[src/rtl/core/sem_pkg.sv]
// sem_pkg: shared types and constants of the sobel edge magnitude block
// used by every module of the block but sem_ram; no dependencies
`timescale 1ns / 1ps

package sem_pkg;

   localparam int MAX_WIDTH  = 1024;
   localparam int MAX_HEIGHT = 4095;
   localparam int WID_BITS   = 11;
   localparam int HGT_BITS   = 12;
   localparam int COL_BITS   = $clog2(MAX_WIDTH);
   localparam int ROW_BITS   = HGT_BITS + 1;
   localparam int CSR_BITS   = 12;

   localparam logic CSR_IMAGE_WIDTH  = 1'b0;
   localparam logic CSR_IMAGE_HEIGHT = 1'b1;

   localparam logic [WID_BITS-1:0] WIDTH_RESET  = WID_BITS'(640);
   localparam logic [HGT_BITS-1:0] HEIGHT_RESET = HGT_BITS'(480);

   typedef logic [23:0] pixel_type;

   typedef struct packed {
      logic [8:0][23:0] taps;
      logic             frame_end;
   } window_type;

   typedef struct packed {
      logic empty;
      logic full;
   } queue_status_type;

   typedef enum logic [1:0] {
      BK_IDLE,
      BK_SQUARE,
      BK_STEP,
      BK_EMIT
   } back_state_type;

endpackage

[src/rtl/core/sem_queue.sv]
// sem_queue: two-entry queue of windows between front and back
// depends on sem_pkg
`timescale 1ns / 1ps

module sem_queue import sem_pkg::*; (
   input  logic             clock,
   input  logic             reset,
   input  logic             push,
   input  window_type       push_data,
   input  logic             pop,
   output window_type       pop_data,
   output queue_status_type status
);

   window_type  entry_ff [2];
   logic        wr_ptr_ff, wr_ptr_in;
   logic        rd_ptr_ff, rd_ptr_in;
   logic [1:0]  count_ff, count_in;
   logic        do_push, do_pop;

   assign status.empty = (count_ff == 2'd0);
   assign status.full  = (count_ff == 2'd2);
   assign do_push      = push && !status.full;
   assign do_pop       = pop && !status.empty;
   assign pop_data     = entry_ff[rd_ptr_ff];

   always_comb begin
      wr_ptr_in = wr_ptr_ff ^ do_push;
      rd_ptr_in = rd_ptr_ff ^ do_pop;
      count_in  = count_ff + 2'(do_push) - 2'(do_pop);
   end

   always_ff @(posedge clock) begin
      if (reset) begin
         wr_ptr_ff <= 1'b0;
         rd_ptr_ff <= 1'b0;
         count_ff  <= 2'd0;
      end else begin
         wr_ptr_ff <= wr_ptr_in;
         rd_ptr_ff <= rd_ptr_in;
         count_ff  <= count_in;
      end
   end

   always_ff @(posedge clock) begin
      if (do_push) begin
         entry_ff[wr_ptr_ff] <= push_data;
      end
   end

endmodule

[config.mk]
export PLATFORM = sky130hd
export DESIGN_NAME = sem_queue
export DESIGN_NICKNAME = d
export VERILOG_FILES = /design/src/rtl/core/sem_pkg.sv /design/src/rtl/core/sem_queue.sv
export SDC_FILE = /design/constraint.sdc
export NUM_CORES = 1
export LEC_CHECK = 0
export ABC_AREA = 0
export BUFFER_PORTS_ARGS = -buffer_cell sky130_fd_sc_hd__buf_2
export CAP_MARGIN = 0
export CORE_MARGIN = 3
export CORE_UTILIZATION = 47
export DETAILED_ROUTE_END_ITERATION = 7
export PLACE_DENSITY = 0.73
export SLEW_MARGIN = 20
export SYNTH_ARGS = -nofsm -noshare
export SYNTH_HDL_FRONTEND = slang
export SYNTH_SLANG_ARGS = --single-unit
[constraint.sdc]
create_clock -name clock -period 7 [get_ports clock]
set_clock_uncertainty 0.1 [all_clocks]
set_input_delay 0.7 -clock clock [delete_from_list [all_inputs] [get_ports clock]]
set_output_delay 0.7 -clock clock [all_outputs]
set_load 0.005 [all_outputs]
# ---- After elaboration in Yosys (flattened, before gate mapping)
# Memories as Yosys holds them, arrays and structs flattened. A register that Yosys moved wholly into a read port is not among the register bits.
# Cells that the tools add are included.
dict set report classes {
  shifts 0
  n_eq_ne 1
  n_mul 0
  n_bitwise 2
  magnitude_cmp 0
  div 0
  add_sub_neg 2
  n_mux 3
  reduce_logical 5
}
# cell n
set ops {}
lappend ops {{$mux W1} 3}
lappend ops {{$add A2 B1 Y2} 1}
lappend ops {{$eq A2 B2 Y1 const B} 1}
lappend ops {{$logic_and A1 B1 Y1} 2}
lappend ops {{$logic_not A1 Y1} 2}
lappend ops {{$logic_not A2 Y1} 1}
lappend ops {{$sub A2 B1 Y2} 1}
lappend ops {{$xor A1 B1 Y1} 2}
dict set report word_totals {
  latch_bits 0
  input_bits 221
  mem_bits_ro 0
  ramBits 434
  out_inout_bits 219
  wordCells 17
  mem_count 1
  reg_bits 4
}
# memory words word_bits rd rd_ports_with_merged_regs wr line_no
set mem_list {}
lappend mem_list {entry_ff 2 217 1 1 1 sem_queue.sv:15} ;# window_type entry_ff [2];

# ---- Depth between registers and ports, before layout
dict set report depth {
  word_depth 5
  mapped_depth 7
  ltp_nobuf 7
}

# ---- Worst setup path after synthesis
# OpenSTA, ideal clock, no wires.
dict set report synth_timing {
  path_kind {input to register}
  startpoint {in push}
  endpoint {mem entry_ff[1][0] in the netlist's numbering (enable)}
  path_buffers 0
  t_required_ps 6294
  t_arrival_ps 5843
  setup_ps 606
  path_slack_ps 451
  path_stages 2
  path_cell_list {and2_1 -> ha_1}
}
dict set report synth_via {
  elab_chain_cells 3
}
# item line_no
set synth_rtl {}
lappend synth_rtl {{from (decl)} sem_queue.sv:8} ;# input logic push,
lappend synth_rtl {{$logic_and A1 B1 Y1} sem_queue.sv:23} ;# assign do_push = push && !status.full;
lappend synth_rtl {{$mux W1} sem_queue.sv:46} ;# if (do_push) begin
lappend synth_rtl {{$mux W1 (not written as such)} sem_queue.sv:47} ;# entry_ff[wr_ptr_ff] <= push_data;
lappend synth_rtl {{to (decl)} sem_queue.sv:15}
# No other way between the ends.

==> results.json <==
{
  "firstDrtPassIters": 4,
  "ys_types": 17,
  "grt_pass1_wl_um": 48590,
  "place_ws_ps": 3870,
  "synth_top_area_cell": "edfxtp_1",
  "fp.dieW_um": 190.5,
  "cp.required_ps": 6200,
  "synth_fp_nets": 923,
  "max_stage_delay_ps": 850,
  "cts.hold.buffers_added": 0,
  "synth_warnings": 0,
  "r2r-end": "entry_ff[0][141]",
  "worstMarginPinSlew_ps": 1126,
  "numPortBuffers": 439,
  "yosysMostFrequentCell": "edfxtp_1",
  "switchingPower_mw": 1.723,
  "finalWirelength_um": 32930,
  "min_period_ps": 3630,
  "synthArstFlopShare_pct": 0,
  "dp_hpwl_um": 22170,
  "setup_viol": 0,
  "path_clk_slew_ps": 60,
  "post-cts-setup-buffers": 0,
  "crit_slowest_cell": "dfxtp_4",
  "initial_core_util_pct": 48.43,
  "hold_violations": 0,
  "critical_path_class": "register to primary output",
  "netlist_area_sq_um": 16000,
  "tns_ps": 0,
  "grt_antenna_before_repair": 12,
  "cts.repair.resized": 0,
  "drtAntennaViolNets": 0,
  "synth_seq_area_share_pct": 81.97,
  "p_per_area_nw_per_um2": 353.2,
  "max_freq_mhz": 275.5,
  "synthToLayoutAreaGrowth_pct": 24.55,
  "outcome": "complete, no violations",
  "final_nets": 1389,
  "overflow": 0,
  "crit_family": "buffers and inverters",
  "regToRegSetupSlack_ps": 3980,
  "wl_per_cell_um": 20.07,
  "cts_tree": "done",
  "holdPathStages": 1,
  "maxSlewHeadroom_pct": 24.91,
  "first_global_vias": 8771,
  "drv_cap": 0,
  "setup_slack_ps": 3370,
  "synth_edf_count": 434,
  "io_pins": 440,
  "core_area_sq_um": 33030,
  "hold_end": "entry_ff[0][191]",
  "combPwrFrac_pct": 19.9,
  "ctsRootBufferMaster": "clkbuf_16",
  "rr_startpoint": "count_ff[0]",
  "p_int_mw": 5.314,
  "synth.avg_cell_area_sq_um": 22.92,
  "cts_buffer_depth": 3,
  "drt-initial-drc-count": 398,
  "ys_seq_elements": 438,
  "netlist.area_leader.share_pct": 81.47,
  "grtUsageTotal_pct": 17.48,
  "switching_share_pct": 24.48,
  "crit_fanout": 65,
  "drc": 0,
  "dieArea_sq_um": 36280,
  "cellLeakagePower_nw": 7.389,
  "grt_setup_unrepaired": "false",
  "clock_latency_ps": 540,
  "worstRegToRegCells": 4,
  "numCtsBuffers": 45,
  "clock_sinks": 438,
  "drt-vias-per-instance": 4.962,
  "synth_top_cells_by_area": "edfxtp_1, mux2_2, buf_6",
  "min_path_type": "input port to register",
  "syn_inst": 698,
  "utilization_pct": 60.32,
  "core.rowCount": 66,
  "via_count": 8143,
  "min_period_over_period_pct": 51.86,
  "synth_commonest_cells": "edfxtp_1, mux2_2, buf_6",
  "die_h_um": 190.5,
  "ys.flop_type": "edfxtp_1",
  "hp-start": "push_data[191]",
  "clkPwrFrac_pct": 31.1,
  "h-tree-depth": 2,
  "critPathLaunchType": "register",
  "cp_data_arrival_time_ps": 2830,
  "path_cells": "buf_4 > mux2_2 > buf_2",
  "crit_buf_inv": 2,
  "seqPwrFrac_pct": 49.0,
  "vdd.ir_drop.worst_mv": 0.2743,
  "grt_max_degree": 159,
  "slew_viol_final": 0,
  "drive_gt1_share_pct": 60.71,
  "critPathCaptureType": "primary output",
  "gp_congestion": 0.7757
}
final cells by class:
type                    count  area, sq um
diodes                      8        20.02
clock inverters            20        147.6
well taps                 442        553.0
clock buffers              54         1202
multi-input cells         233         2609
fillers                  2404        13110
repair buffers            443         2265
inverters                   3        11.26
flip-flops and latches    438        13120
power by group through the flow:
| stage | logic, mW | clock network [mW] | registers [mW] |
|---|---|---|---|
| final | 1.40 | 2.19 | 3.45 |
| after CTS | 1.44 | 2.25 | 3.45 |
| after detailed placement | 1.42 | 0 | 3.50 |
| after global placement | 1.42 | 0 | 3.48 |
| after floorplan | 0.884 | 0 | 3.53 |
| after global routing | 1.52 | 2.34 | 3.48 |
cells in the final DEF (no fill, tap or decap), drive strengths merged, types with 2 or more instances in the layout:
| master | synthesis | layout |
|---|---|---|
| inv | 3 | 5 |
| clkinv | 0 | 15 |
| clkbuf | 4 | 54 |
| bufinv | 0 | 2 |
| nor2 | 4 | 4 |
| edfxtp | 434 | 434 |
| mux2 | 218 | 218 |
| buf | 20 | 443 |
| diode | 0 | 8 |
| ha | 4 | 4 |
| dfxtp | 4 | 4 |
metal layers:
layer / routed length (um) / track usage, %
met1: 11750 / 19.37
met3: 3396 / 6.912
met4: 882 / 6.097
met5: 69 / 0
met2: 16830 / 30.69
how the worst max path moves through the flow:
stage / from / end / slack, ps / cells past startpoint
finish: rd_ptr_ff / pop_data[57] / 3370 / 3
CTS: rd_ptr_ff / pop_data[103] / 3330 / 3
floorplan: push / entry_ff[1][0] / 450 / 2
global route: rd_ptr_ff / pop_data[103] / 3220 / 3
global placement: push / entry_ff[1][178] / 3880 / 4
detailed placement: push / entry_ff[1][178] / 3870 / 4
cell families after synthesis:
| kind of cell | share of synthesized area, % |
|---|---|
| AND/OR/NAND/NOR | 0.3051 |
| multiplexers | 15.35 |
| AO/OA/AOI/OAI | 0.04695 |
| flip-flops | 81.97 |
| adder cells (fa/ha/maj) | 0.3129 |
| buffers and inverters | 1.877 |
| XOR/XNOR | 0.1408 |
through the flow:
step                      power, mW  instance area, sq um  cells  hold WS [ps]
after floorplan               4.413                 16000    698         432.1
after global placement        4.902                 18550   1559         518.5
after detailed placement      4.928                 18550   1559         537.2
after CTS                     7.133                 19900   1633         197.6
after global routing          7.351                 19920   1640         210.7
final                         7.037                 19920   1641         240.8
flip-flops by register name, indices dropped and copies added, names as in the netlist:
register and count:
count_ff 2, entry_ff 434, rd_ptr_ff 1, wr_ptr_ff 1
(Power assumes the default switching activity.)
