**src/rtl/core/sem_pkg.sv**
```systemverilog
// sem_pkg: shared types and constants of the sobel edge magnitude block
// used by every module of the block but sem_ram; no dependencies
`timescale 1ns / 1ps

package sem_pkg;

   localparam int MAX_WIDTH  = 1024;
   localparam int MAX_HEIGHT = 4095;
   localparam int WID_BITS   = 11;
   localparam int HGT_BITS   = 12;
   localparam int COL_BITS   = $clog2(MAX_WIDTH);
   localparam int ROW_BITS   = HGT_BITS + 1;
   localparam int CSR_BITS   = 12;

   localparam logic CSR_IMAGE_WIDTH  = 1'b0;
   localparam logic CSR_IMAGE_HEIGHT = 1'b1;

   localparam logic [WID_BITS-1:0] WIDTH_RESET  = WID_BITS'(640);
   localparam logic [HGT_BITS-1:0] HEIGHT_RESET = HGT_BITS'(480);

   typedef logic [23:0] pixel_type;

   typedef struct packed {
      logic [8:0][23:0] taps;
      logic             frame_end;
   } window_type;

   typedef struct packed {
      logic empty;
      logic full;
   } queue_status_type;

   typedef enum logic [1:0] {
      BK_IDLE,
      BK_SQUARE,
      BK_STEP,
      BK_EMIT
   } back_state_type;

endpackage

```
**src/rtl/core/sem_back.sv**
```systemverilog
// sem_back: sobel gradients and rounded root per channel, result register
// depends on sem_pkg
`timescale 1ns / 1ps

module sem_back import sem_pkg::*; (
   input  logic             clock,
   input  logic             reset,
   input  queue_status_type q_status,
   input  window_type       q_data,
   output logic             q_pop,
   output logic             rsp_empty,
   input  logic             rsp_pop,
   output logic [7:0]       rsp_out_red,
   output logic [7:0]       rsp_out_green,
   output logic [7:0]       rsp_out_blue,
   output logic             rsp_frame_end
);

   back_state_type     state_ff, state_in;
   logic signed [11:0] gx_ff [3];
   logic signed [11:0] gy_ff [3];
   logic [20:0]        sum_ff [3];
   logic [7:0]         root_ff [3];
   logic [2:0]         bit_ff;
   logic               fe_ff;
   logic               out_valid_ff;
   logic [7:0]         out_ff [3];
   logic               out_fe_ff;

   logic signed [11:0] a [3][9];
   logic signed [11:0] gx [3];
   logic signed [11:0] gy [3];
   logic signed [23:0] sqx [3];
   logic signed [23:0] sqy [3];
   logic [7:0]         trial [3];
   logic [16:0]        tval [3];
   logic [7:0]         mag [3];
   logic               load_out;

   always_comb begin
      for (int ch = 0; ch < 3; ch++) begin
         for (int i = 0; i < 9; i++) begin
            a[ch][i] = 12'(q_data.taps[i][8*(2-ch) +: 8]);
         end
         gx[ch] = (a[ch][2] + 12'(2) * a[ch][5] + a[ch][8]) -
                  (a[ch][0] + 12'(2) * a[ch][3] + a[ch][6]);
         gy[ch] = (a[ch][6] + 12'(2) * a[ch][7] + a[ch][8]) -
                  (a[ch][0] + 12'(2) * a[ch][1] + a[ch][2]);
         sqx[ch]   = gx_ff[ch] * gx_ff[ch];
         sqy[ch]   = gy_ff[ch] * gy_ff[ch];
         trial[ch] = root_ff[ch] | (8'd1 << bit_ff);
         tval[ch]  = 17'({8'd0, trial[ch]} * {8'd0, trial[ch]}) + 17'(trial[ch]);
         // smallest n with sum <= n*n+n, saturated at 255
         if (sum_ff[ch] == '0) begin
            mag[ch] = 8'd0;
         end else if (root_ff[ch] == 8'd255) begin
            mag[ch] = 8'd255;
         end else begin
            mag[ch] = root_ff[ch] + 8'd1;
         end
      end
   end

   always_comb begin
      state_in = state_ff;
      unique case (state_ff)
         BK_IDLE:   if (!q_status.empty) state_in = BK_SQUARE;
         BK_SQUARE: state_in = BK_STEP;
         BK_STEP:   if (bit_ff == 3'd0) state_in = BK_EMIT;
         BK_EMIT:   if (!out_valid_ff || rsp_pop) state_in = BK_IDLE;
         default:   state_in = BK_IDLE;
      endcase
   end

   always_comb begin
      q_pop    = (state_ff == BK_IDLE) && !q_status.empty;
      load_out = (state_ff == BK_EMIT) && (!out_valid_ff || rsp_pop);
   end

   always_ff @(posedge clock) begin
      if (reset) begin
         state_ff     <= BK_IDLE;
         out_valid_ff <= 1'b0;
      end else begin
         state_ff <= state_in;
         if (load_out) begin
            out_valid_ff <= 1'b1;
         end else if (rsp_pop) begin
            out_valid_ff <= 1'b0;
         end
      end
   end

   always_ff @(posedge clock) begin
      if (q_pop) begin
         fe_ff <= q_data.frame_end;
         for (int ch = 0; ch < 3; ch++) begin
            gx_ff[ch] <= gx[ch];
            gy_ff[ch] <= gy[ch];
         end
      end
      if (state_ff == BK_SQUARE) begin
         bit_ff <= 3'd7;
         for (int ch = 0; ch < 3; ch++) begin
            sum_ff[ch]  <= sqx[ch][20:0] + sqy[ch][20:0];
            root_ff[ch] <= 8'd0;
         end
      end
      if (state_ff == BK_STEP) begin
         bit_ff <= bit_ff - 3'd1;
         for (int ch = 0; ch < 3; ch++) begin
            if (21'(tval[ch]) < sum_ff[ch]) begin
               root_ff[ch] <= trial[ch];
            end
         end
      end
      if (load_out) begin
         out_fe_ff <= fe_ff;
         for (int ch = 0; ch < 3; ch++) begin
            out_ff[ch] <= mag[ch];
         end
      end
   end

   assign rsp_empty     = !out_valid_ff;
   assign rsp_out_red   = out_ff[0];
   assign rsp_out_green = out_ff[1];
   assign rsp_out_blue  = out_ff[2];
   assign rsp_frame_end = out_fe_ff;

endmodule

```
**config.mk**
```make
export PLATFORM = sky130hd
export DESIGN_NAME = sem_back
export DESIGN_NICKNAME = d
export VERILOG_FILES = /design/src/rtl/core/sem_pkg.sv /design/src/rtl/core/sem_back.sv
export SDC_FILE = /design/constraint.sdc
export NUM_CORES = 2
export LEC_CHECK = 0
export BUFFER_PORTS_ARGS = -buffer_cell sky130_fd_sc_hd__buf_2
export CORE_AREA = 2 2 322 324
export DETAILED_ROUTE_END_ITERATION = 16
export DIE_AREA = 0 0 324 326
export PLACE_DENSITY_LB_ADDON = 0.12
export SYNTH_ARGS = -nofsm -noshare
export SYNTH_HDL_FRONTEND = slang
export SYNTH_SLANG_ARGS = --single-unit
```
**constraint.sdc**
```tcl
create_clock -name clock -period 13 [get_ports clock]
set_input_delay 0.65 -clock clock [delete_from_list [all_inputs] [get_ports clock]]
set_output_delay 0.65 -clock clock [all_outputs]
set_load 0.005 [all_outputs]
```
* Word level (Yosys, flattened, before mapping) *
Memory sizes are Yosys's and may differ from the RTL's.
Cells that the tools add are included.

word-level totals
  register bits = 8
  bits in writable memories = 183
  output and inout bits = 27
  word-level logic and storage cells = 123
  memories kept = 5

memory list
  memory   words  width  read ports  clocked after memory_dff  write ports  line            RTL
  sum_ff   3      21     3           0                         3            sem_back.sv:22  logic [20:0] sum_ff [3];
  gx_ff    3      12     3           0                         3            sem_back.sv:20  logic signed [11:0] gx_ff [3];
  gy_ff    3      12     3           0                         3            sem_back.sv:21  logic signed [11:0] gy_ff [3];
  out_ff   3      8      3           0                         3            sem_back.sv:27  logic [7:0] out_ff [3];
  root_ff  3      8      3           0                         3            sem_back.sv:23  logic [7:0] root_ff [3];

cells by class
  $add $sub $neg = 40
  $mul = 9
  $lt $le $gt $ge = 3
  eq/ne operators = 9
  shift operators = 1
  muxes and demuxes = 32
  bitwise operators = 6
  reduce and logical (&&, ||, !) cells = 13

operators by type and width
  kind                   count
  $add A10 B8 Y11        12
  $mul A12 B12 Y21       6
  $add A8 B9 Y10         12
  $mux W8                9
  $sub A11 B11 Y12       6
  $add A21 B21 Y21       3
  $logic_not A21 Y1      3
  $lt A17 B21 Y1         3
  $add A16 B8 Y17        3
  $mul A8 B8 Y16         3
  $add A8 B1 Y8 const B  3
  $eq A8 B8 Y1 const B   3
  $or A8 B8 Y8           3
  $mux W1                17
  $pmux W2 S4            1
  $shl A1 B3 Y8 const A  1
  $mux W2                3
  $mux W3                2
  $ne A2 B2 Y1 const B   3
  $eq A2 B2 Y1 const B   2
  $reduce_bool A2 Y1     2
  $logic_not A3 Y1       1
  $or A1 B1 Y1           3
  $reduce_and A3 Y1      1
  6 further kinds        8

* Depth between registers and ports, before layout *
  depth in word-level cells = 9
  gate-level depth with buffers = 34

* Worst setup path before layout *
OpenSTA, ideal clock, no wires.

  kind = reg-to-reg
  start = register bit_ff[1]
  end = memory root_ff[2][4] (netlist: root_ff[0][20]), data pin
  arrival = 6596 ps
  setup slack = 6123 ps
  cell stages (with the launch flop) = 32
  buffers on the path = 3
  cell sequence = edfxtp_1 inv_1 ha_1 nand2_1 nand2b_1 clkbuf_1 clkinv_1 or2_2 fa_1 inv_1 fa_1 fa_1 inv_1 fa_1 inv_1 ha_1 o21ai_0 nor2_1 o311a_1 a221oi_1 o21ai_0 a211oi_1 nor2_1 ha_1 nand4_1 nor2b_1 nand4_1 o311ai_1 and3_1 buf_4 buf_6 nor2_1

RTL lines
  what                    line             RTL
  from (decl)             sem_back.sv:24   logic [2:0] bit_ff;
  from (signal assigned)  sem_back.sv:110  bit_ff <= bit_ff - 3'd1;
  to (decl)               sem_back.sv:23

==> reports/qor.yml <==
cts:
  clock_path_buffers: 2
  cts.repair.resized: 0
  cts-root-buf: "clkbuf_16"
  cts_setup_buffers: 0
  clk_pin_slew_worst_paths_ns: 0.08
  cts_tree: "yes"
  cts_num_sinks: 191
  ctsHoldBuffers: 0
  clock_latency_ns: 0.52
  cts_made_buffers: 17
  cts_htree_levels: 4
hold_path:
  hp-class: "primary input to register"
  min_to: "fe_ff$_DFFE_PP_"
  holdPathStages: 1
  min_from: "q_data[0]"
yosys:
  syn_inst: 4466
  synth-seq-cells: 191
  synth_cell_types: 68
  avgSynthCellArea_um2: 10.2
  synth_most_common_cell: "inv_1"
  async_reset_ff_share_pct: 0
  yosys-top-cells-count: "inv_1 (1256), fa_1 (1011), ha_1 (484)"
  synth_top_area_share_pct: 44.3
  seq_area_frac_synth_pct: 12.5
  ys_top_cells_by_area: "fa_1 (44%), ha_1 (13%), edfxtp_1 (12%)"
  synth_nets: 6183
  synth_area_leader_cell: "fa_1"
  synth-warning-count: 0
  synth_edf_count: 188
  synth.cell_area_um2: 45700
  synth_flop_cell: "edfxtp_1"
critical_path:
  end_kind: "register"
  arrival_ns: 8.68
  r2r_end: "root_ff[0][1]$_SDFFCE_PN0P_"
  reg2reg_from: "bit_ff[0]$_SDFFCE_PN1P_"
  start_kind: "register"
  max_stage_delay_ns: 0.87
  path_common_cell: "inv_1"
  crit_required_ns: 13.23
  crit_slowest_cell: "and3_1"
  crit_type: "register to register"
  r2r_cells: 28
  reg2reg_slack_ns: 4.54
  crit_fanout: 24
floorplanning:
  die_h_um: 326
  initial_core_util_pct: 44.5
  core-area_um2: 103000
  io_pins: 249
  die_area_um2: 106000
  num_rows: 118
  dieWidth_um: 324
global_route:
  grt_pass1_wl_um: 158000
  grt-ovfl-total: 0
  grt_pass1_vias: 31400
  antenna_found_initial: 4
  grt_max_degree: 67
  grt.total_usage_pct: 18.9
placement:
  placed_cells: 5994
  hpwl_um: 80000
  port_buffers: 223
  place_congestion: 0.829
timing:
  hold_viol_final: 0
  slew_headroom_pct: 25.7
  finalCritPeriodShare_pct: 65.0
  fmax_ghz: 0.118
  skew_ns: 0.0195
  tns_ns: 0
  rsz0062_at_grt: "no"
  finalMaxSlewViolations: 0
  tightest_slew_ns: 1.11
  finalCriticalPeriod_ns: 8.46
  setup_viol: 0
drt:
  drc: 0
  ant_nets: 0
  firstDrtPassIters: 5
  dr.first_iter.drc_count: 1037
  dr_total_vias: 28300
  routed_via_density: 4.69
  wl_um: 90500
  wl_per_cell_um: 15.0
cells_and_area:
  fin_util_pct: 47.6
  instances_no_fill: 6030
  final_layout_size_suffix_gt1_share_pct: 6.52
  nNetsFinal: 6350
  syn_to_final_growth_pct: 7.01
run:
  drv_cap: 0
outcome:
  outcome: "finished, final reports clean"
## critical path: cells and delay by family, from the launching register on
kind | cells | cell delay [ns]
fa+ha+maj | 7 | 2.79
flops | 1 | 0.42
buf+inv | 5 | 0.57
simple gates | 10 | 2.42
compound gates | 6 | 1.95
## cells in the final DEF (no fill, tap or decap), drive strengths merged, types with 8 or more instances in the layout
cell and count:
buf 237, and3 12, ha 484, nor2 162
o21ai 66, o21a 18, nor4 17, a31o 9
and2 256, nor2b 45, a21oi 128, nand2 224
xnor2 160, clkbuf 17, xor2 60, nand4 18
or2 10, o21bai 9, a211oi 14, a21o 53
fa 1011, a21boi 8, nand2b 60, nor3 27
edfxtp 188, nand3 15, inv 1264, a31oi 8
clkinv 10
## cells by family (layout without fill, tap and decap cells)
family          count (synthesis)  in the layout  share of synthesized area, %
xor+xnor                      220            220                          4.22
fa+ha+maj                    1495           1495                          57.6
compound gates                350            350                          4.89
other cells                     0              4                             0
mux                             4              4                        0.0932
flops                         191            191                          12.5
simple gates                  856            856                          9.56
buf+inv                      1350           1530                          11.1
## worst max-delay path by stage
stage	startpoint	end	slack, ns	cells past startpoint
final	bit_ff[0]$_SDFFCE_PN1P_	root_ff[0][1]$_SDFFCE_PN0P_	4.54	28
after global routing	bit_ff[0]$_SDFFCE_PN1P_	root_ff[0][3]$_SDFFCE_PN0P_	3.91	28
after CTS	bit_ff[0]$_SDFFCE_PN1P_	root_ff[0][21]$_SDFFCE_PN0P_	4.45	28
after detailed placement	bit_ff[0]$_SDFFCE_PN1P_	root_ff[0][1]$_SDFFCE_PN0P_	4.50	28
after global placement	bit_ff[0]$_SDFFCE_PN1P_	root_ff[0][15]$_SDFFCE_PN0P_	4.65	28
after floorplan	bit_ff[1]$_SDFFCE_PN1P_	root_ff[0][20]$_SDFFCE_PN0P_	6.12	31
## layout make-up
type,count,area [µm²]
clock buffer,17,425
inverter,1261,4730
tap,1380,1730
sequential,191,5710
antenna,4,10.0
multi-input combinational,2925,34900
timing repair buffer,237,1220
fill,9774,53800
clock inverter,15,149
## registers in the layout, indices dropped and copies added, names as in the netlist
name / flops
out_ff: 24
bit_ff: 3
fe_ff: 1
rsp_frame_end: 1
state_ff: 2
root_ff: 24
sum_ff: 63
out_valid_ff: 1
gx_ff: 36
gy_ff: 36
## per-stage QoR
step	instance area (µm²)	hold slack, ns	worst slack (ns)
3_5_place_dp	48300	0.406	4.50
4_1_cts	48800	0.268	4.45
6_report	48900	0.314	4.54
5_1_grt	48900	0.283	3.91
2_1_floorplan	45700	0.400	6.12
3_3_place_gp	48300	0.406	4.65
## metal layers
layer  wire length (µm)  track usage (%)  part of all wire, %
met3               2000             2.24                  2.2
met2              44600             31.6                   49
met1              42700             26.6                   47
met5                 16                0                0.018
met4               1210             3.50                  1.3
Power is left out: the tool's default activity adds up to more than one toggle a clock period on the data nets, which glitch-free logic cannot reach.
